## src/hw/rtl/tccw_pkg.sv

```systemverilog
// ----------------------------------------------------------------------------
// tccw_pkg
// Shared types, geometry constants and codes for the text console writer.
// ----------------------------------------------------------------------------
package tccw_pkg;

	// Screen geometry
	localparam int COLS      = 80;
	localparam int ROWS      = 25;
	localparam int TAB_WIDTH = 5;
	localparam int NCELLS    = COLS * ROWS;

	localparam int COL_W   = $clog2(COLS);
	localparam int ROW_W   = $clog2(ROWS + 1);
	localparam int CELL_AW = $clog2(NCELLS);
	localparam int CUR_W   = 12;

	localparam logic [15:0] BLANK_CELL = 16'h1F00;
	localparam logic [7:0]  DFLT_COLOR_RST = 8'h1F;

	// Transaction modes
	localparam logic [1:0] MODE_WRITE = 2'd0;
	localparam logic [1:0] MODE_READ  = 2'd1;
	localparam logic [1:0] MODE_CLEAR = 2'd2;

	// Control bytes
	localparam logic [7:0] CH_BS    = 8'h08;
	localparam logic [7:0] CH_TAB   = 8'h09;
	localparam logic [7:0] CH_NL    = 8'h0A;
	localparam logic [7:0] CH_CR    = 8'h0D;
	localparam logic [7:0] CH_SPACE = 8'h20;

	typedef enum logic [2:0] {
		ST_CLR,
		ST_IDLE,
		ST_READ,
		ST_SCROLL,
		ST_FILL,
		ST_EXEC
	} state_t;

	typedef struct packed {
		logic [1:0]  mode;
		logic [7:0]  char_code;
		logic [7:0]  attr_color;
		logic [10:0] cell_index;
	} req_item_t;

	typedef struct packed {
		logic [CUR_W-1:0] cursor_index;
		logic [7:0]       read_char;
		logic [7:0]       read_attr;
	} rsp_item_t;

	typedef struct packed {
		logic [ROW_W-1:0] row;
		logic [COL_W-1:0] col;
	} cursor_t;

	typedef struct packed {
		logic               we;
		logic [CELL_AW-1:0] addr;
		logic [15:0]        data;
	} cell_wr_t;

	// Linear cursor position sent to the display
	function automatic logic [CUR_W-1:0] cursor_index(input cursor_t c);
		return CUR_W'(c.row) * CUR_W'(COLS) + CUR_W'(c.col);
	endfunction

endpackage

```

## src/hw/rtl/tccw_engine.sv

```systemverilog
// ----------------------------------------------------------------------------
// tccw_engine
// Byte interpreter: next cursor and the single cell write for one byte.
// Expects the cursor row to be below ROWS (scroll already done).
// ----------------------------------------------------------------------------
module tccw_engine (
	input  tccw_pkg::cursor_t  cur,
	input  logic [7:0]         char_code,
	input  logic [7:0]         attr_color,
	input  logic [7:0]         dflt_color,
	output tccw_pkg::cursor_t  nxt,
	output tccw_pkg::cell_wr_t wr
);

	logic [tccw_pkg::CELL_AW-1:0] base;
	logic                         last_col;
	logic                         tab_wraps;

	// Linear address of the cursor cell
	assign base = tccw_pkg::CELL_AW'(cur.row) * tccw_pkg::CELL_AW'(tccw_pkg::COLS)
		+ tccw_pkg::CELL_AW'(cur.col);
	assign last_col  = (int'(cur.col) == tccw_pkg::COLS - 1);
	assign tab_wraps = (int'(cur.col) + tccw_pkg::TAB_WIDTH + 1 > tccw_pkg::COLS);

	always_comb begin
		nxt     = cur;
		wr.we   = 1'b0;
		wr.addr = base;
		wr.data = {dflt_color, tccw_pkg::CH_SPACE};
		case (char_code)
			tccw_pkg::CH_NL: begin
				nxt.row = cur.row + 1'b1;
				nxt.col = '0;
			end
			tccw_pkg::CH_CR: begin
				nxt.col = '0;
			end
			tccw_pkg::CH_TAB: begin
				if (tab_wraps) begin
					nxt.row = cur.row + 1'b1;
					nxt.col = '0;
				end else begin
					nxt.col = cur.col + tccw_pkg::COL_W'(tccw_pkg::TAB_WIDTH);
				end
			end
			tccw_pkg::CH_BS: begin
				// blank the cell left of the cursor, across the line start
				wr.addr = base - 1'b1;
				if (cur.col == '0) begin
					if (cur.row != '0) begin
						nxt.row = cur.row - 1'b1;
						nxt.col = tccw_pkg::COL_W'(tccw_pkg::COLS - 1);
						wr.we   = 1'b1;
					end
				end else begin
					nxt.col = cur.col - 1'b1;
					wr.we   = 1'b1;
				end
			end
			default: begin
				// printable 0x20..0x7F, everything else ignored
				if (!char_code[7] && (char_code[6:5] != 2'b00)) begin
					wr.we   = 1'b1;
					wr.data = {attr_color, char_code};
					if (last_col) begin
						nxt.col = '0;
						nxt.row = cur.row + 1'b1;
					end else begin
						nxt.col = cur.col + 1'b1;
					end
				end
			end
		endcase
	end

endmodule

```

## config.mk

```make
export PLATFORM = sky130hd
export DESIGN_NAME = tccw_engine
export DESIGN_NICKNAME = d
export VERILOG_FILES = /design/src/hw/rtl/tccw_pkg.sv /design/src/hw/rtl/tccw_engine.sv
export SDC_FILE = /design/constraint.sdc
export NUM_CORES = 1
export LEC_CHECK = 0
export ABC_AREA = 1
export BUFFER_PORTS_ARGS = -buffer_cell sky130_fd_sc_hd__buf_2
export CORE_MARGIN = 1
export CORE_UTILIZATION = 40
export DETAILED_ROUTE_END_ITERATION = 7
export PLACE_DENSITY_LB_ADDON = 0.2
export SLEW_MARGIN = 30
export SYNTH_ARGS = -nofsm -noshare
export SYNTH_HDL_FRONTEND = slang
export SYNTH_SLANG_ARGS = --single-unit
```

## constraint.sdc

```tcl
create_clock -name vclk -period 1.9
set_input_delay 0.19 -clock vclk [all_inputs]
set_output_delay 0.19 -clock vclk [all_outputs]
set_load 0.05 [all_outputs]
```

== Word-level counts from Yosys, hierarchy flattened ==
Cells that the tools add are included.

* Register bits after elaboration: 0
* Bits in latches: 0
* RAM bits: 0
* Memory bits (read-only): 0
* Input bits: 36
* Output and inout port bits: 40
* Memories: 0

* Add/sub/neg operators: 9
* Multiply operators: 1
* Divide/modulo/power cells: 0
* Magnitude comparators: 1
* Eq/ne operators: 5
* Shift-type cells: 0
* Multiplexer cells: 17
* Bitwise logic cells: 0
* Reductions and logical operators: 8

{| class="wikitable"
|+ Operators by type and width
! kind !! number
|-
| == test 8 x 4 -> 1 bit, second input constant || 4
|-
| 2-to-1 mux 16 bit || 2
|-
| 2-to-1 mux 12 bit || 2
|-
| 2-to-1 mux 7 bit || 3
|-
| case mux 7 bit (3 select lines) || 1
|-
| case mux 5 bit (4 select lines) || 1
|-
| 2-to-1 mux 5 bit || 3
|-
| adder 11 x 7 -> 11 bit || 1
|-
| 2-to-1 mux 11 bit || 1
|-
| subtractor 11 x 1 -> 11 bit, second input constant || 1
|-
| adder 8 x 1 -> 9 bit, second input constant || 1
|-
| greater-than comparator 9 x 7 -> 1 bit, second input constant || 1
|-
| adder 7 x 3 -> 8 bit, second input constant || 1
|-
| adder 7 x 1 -> 7 bit, second input constant || 1
|-
| adder 7 x 3 -> 7 bit, second input constant || 1
|-
| == test 7 bit, second input constant || 1
|-
| zero test 7 bit || 1
|-
| multiplier 5 x 3 -> 7 bit, second input constant || 1
|-
| subtractor 7 x 1 -> 7 bit, second input constant || 1
|-
| adder 5 x 1 -> 5 bit, second input constant || 1
|-
| nonzero test 5 bit || 1
|-
| subtractor 5 x 1 -> 5 bit, second input constant || 1
|-
| OR reduction 4 bit || 1
|-
| 2-to-1 mux 1 bit || 3
|-
| other kinds (6) || 6
|}

== Logic depth before layout (Yosys ltp) ==
* Depth after elaboration: 5
* Depth in mapped cells: 15

== Least setup slack after synthesis ==
OpenSTA, ideal clock, no wires.

* Path kind: input to output
* Start point: input port cur[8] (netlist bit)
* End point: output port wr[24] (netlist bit)
* Arrival: 2.352 ns
* Data required time: 1.710 ns
* Slack: -0.642 ns
* Stages on the path: 9
* Path through: ha_1 ha_1 inv_1 fa_1 nor2_1 nand2_1 nand2_1 inv_1 xor2_1

{| class="wikitable"
|+ RTL lines
! item !! RTL line !! source
|-
| from (decl) || tccw_engine.sv:7 || <nowiki>input tccw_pkg::cursor_t cur,</nowiki>
|-
| to (decl) || tccw_engine.sv:12 || <nowiki>output tccw_pkg::cell_wr_t wr</nowiki>
|}

==> run_results.csv <==
group,metric,value,unit
worst_setup_path,startpoint_type,"input port",
power,p_leak,1.70,nW
logic_synthesis,yosysMostFrequentCell,"nand2_1",
floorplan,ios,76,
global_routing,grt_pass1_vias,2731,
timing,maxSlewViolCount,0,
timing,post-route-period-util,1.22,
layout,regArea,0,sq um
floorplan,die_h,71.2,um
placed_design,port_buffers,75,
logic_synthesis,synthTopCellsByArea,"nand2_1, nand3_1, ha_1, inv_1, xor2_1",
timing,finalSetupViolCount,5,
timing,rsz0062_at_grt,"true",
global_routing,antenna_found_initial,0,
logic_synthesis,syn-num-nets,420,
timing,fin_crit,2320,ps
routing,dr.pass1.iters,8,
worst_setup_path,arrival,2130,ps
clock_tree,cts_hold_buffers,0,
placed_design,dpl.hpwl,5190,um
run,maxCapViolCount,0,
global_routing,grt_util_met2,0.519,
floorplan,die_w,71.2,um
logic_synthesis,yosys.area.top_type,"nand2_1",
layout,n_antenna_cell,0,
timing,fin_hold_ws,744,ps
logic_synthesis,synth_cell_types,32,
worst_setup_path,end_kind,"output port",
routing,ant_nets,0,
global_routing,met1_usage,0.329,
routing,via_count,2924,
logic_synthesis,ys_warn_count,0,
layout,area_growth,71.7,%
layout,seq_cells,0,
layout,nets,565,
timing,final.setup.worst_slack,-421,ps
global_routing,overflow,0,
logic_synthesis,avgSynthCellArea,5.27,sq um
placed_design,gp_congestion,0.869,
power,power.density,351,mW/mm^2
routing,viasPerCell,5.23,
logic_synthesis,ys_seq_area_frac,0,
routing,drc,3,
routing,wl_per_cell,12.9,um
logic_synthesis,syn-cell-area,0.00192,sq mm
floorplan,core-area,0.00447,sq mm
worst_hold_path,hold_path.class,"input port to output port",
logic_synthesis,post_synth_inst_count,364,
floorplan,design.die.area,0.00508,sq mm
global_routing,grt_pass1_wl,11500,um
global_routing,grt_util_met3,0.0183,
timing,finalHoldViolCount,0,
global_routing,grt_max_degree,17,
worst_setup_path,crit_required,1710,ps
timing,setup_tns,-1430,ps
layout,multiInputGateArea,0.00193,sq mm
timing,max_freq,0.431,GHz
global_routing,busiest_layer,"met2",
power,irDropWorstVdd,0.222,mV
floorplan,start_util,0.429,
routing,first_iter_violations,257,
logic_synthesis,synth_commonest_cells,"nand2_1, nand3_1, inv_1, nor2_1, ha_1",
layout,nFillCells,351,
logic_synthesis,synth_top_cell_area_share,0.229,
worst_setup_path,crit_fanout,4,
layout,drive_gt1_frac,0.448,
status,status,"finished, violations left",
global_routing,grt_usage,0.268,
floorplan,row_count,24,
worst_setup_path,worstSetupPathType,"input port to output port",
layout,nClkBuffers,0,
routing,wirelength,7220,um
status,violations,"DRC, setup timing",
[power by group]
group	switching, mW	internal, mW	total [mW]
sequential	0	0	0
combinational	0.715	0.442	1.16
clock	0	0	0
[final cells by class]
type,instances,area share
inverter,53,0.0653
timing repair buffer,149,0.329
tap,52,0.0198
multi-input combinational,305,0.585
[what timing repair did]
action                                  in CTS  in global routing
buffers inserted                             2                  8
pin swaps                                   16                 17
gates cloned                                 0                  0
endpoints found under the setup margin      17                 20
gates resized for setup                     49                 50
[worst paths after layout]
kind,depth (start not counted),slack (ps),start,endpoint
max,14,-420,cur[8],wr[25]
min,3,740,char_code[7],wr[6]
[layout by cell type, fill, tap and decap left out, types with 2 or more instances in the layout]
master / Yosys / layout
a21oi_1: 10 / 7
nand3_4: 0 / 2
ha_4: 0 / 8
buf_6: 2 / 17
fa_2: 0 / 2
nor2_1: 24 / 17
nand2_4: 2 / 2
ha_2: 0 / 2
nand4_1: 12 / 12
inv_2: 7 / 13
or2_2: 2 / 2
inv_4: 0 / 3
clkinvlp_4: 0 / 2
o211ai_1: 2 / 2
nand2_2: 6 / 13
o21ai_0: 11 / 9
nor2_2: 5 / 6
inv_1: 44 / 34
nand3_2: 3 / 4
buf_4: 1 / 71
buf_2: 1 / 56
a21oi_2: 0 / 2
nand3_1: 63 / 60
nor2_4: 3 / 9
o22ai_1: 3 / 3
buf_8: 0 / 4
nor3_1: 2 / 2
xnor2_1: 3 / 3
o21ai_1: 1 / 3
xor2_1: 11 / 7
ha_1: 18 / 8
nand2_1: 117 / 110
xor2_2: 0 / 4
[critical path, stage by stage]
cell	delay, ps
buf_8	100
ha_4	230
ha_4	150
inv_2	50
fa_2	460
nor2_4	150
nand2_2	80
nand2_2	80
inv_2	60
nor2_4	110
nand4_1	130
nand2_2	110
clkinvlp_4	80
buf_8	150
[stage by stage]
| step | setup WS [ps] | utilization | total power, mW | instance area, sq um | cells |
|---|---|---|---|---|---|
| finish | -421 | 0.736 | 1.16 | 3290 | 559 |
| global route | -491 | 0.736 | 1.23 | 3290 | 559 |
| CTS | -420 | 0.688 | 1.05 | 3080 | 553 |
| detailed placement | -533 | 0.645 | 0.954 | 2890 | 551 |
| global placement | -443 | 0.645 | 0.936 | 2890 | 551 |
| floorplan | -242 | - | 0.651 | 1980 | 364 |
[routing by layer]
layer,vias up,part of all wire
li1,1464,-
met1,1317,0.41
met2,131,0.52
met3,12,0.059
met4,0,0.013
met5,-,0
[logic make-up (layout without fill, tap and decap cells)]
group                      Yosys count  in the layout  synth area share
xor gates and xnor gates            14             14            0.0639
buffers and inverters               59            202             0.127
adders and majority gates           20             20             0.138
and+or+nand+nor                    240            240             0.577
other                                1              1           0.00196
AOI/OAI and AO/OA                   30             30            0.0920
Note: power is estimated with default switching activity, not from simulation.
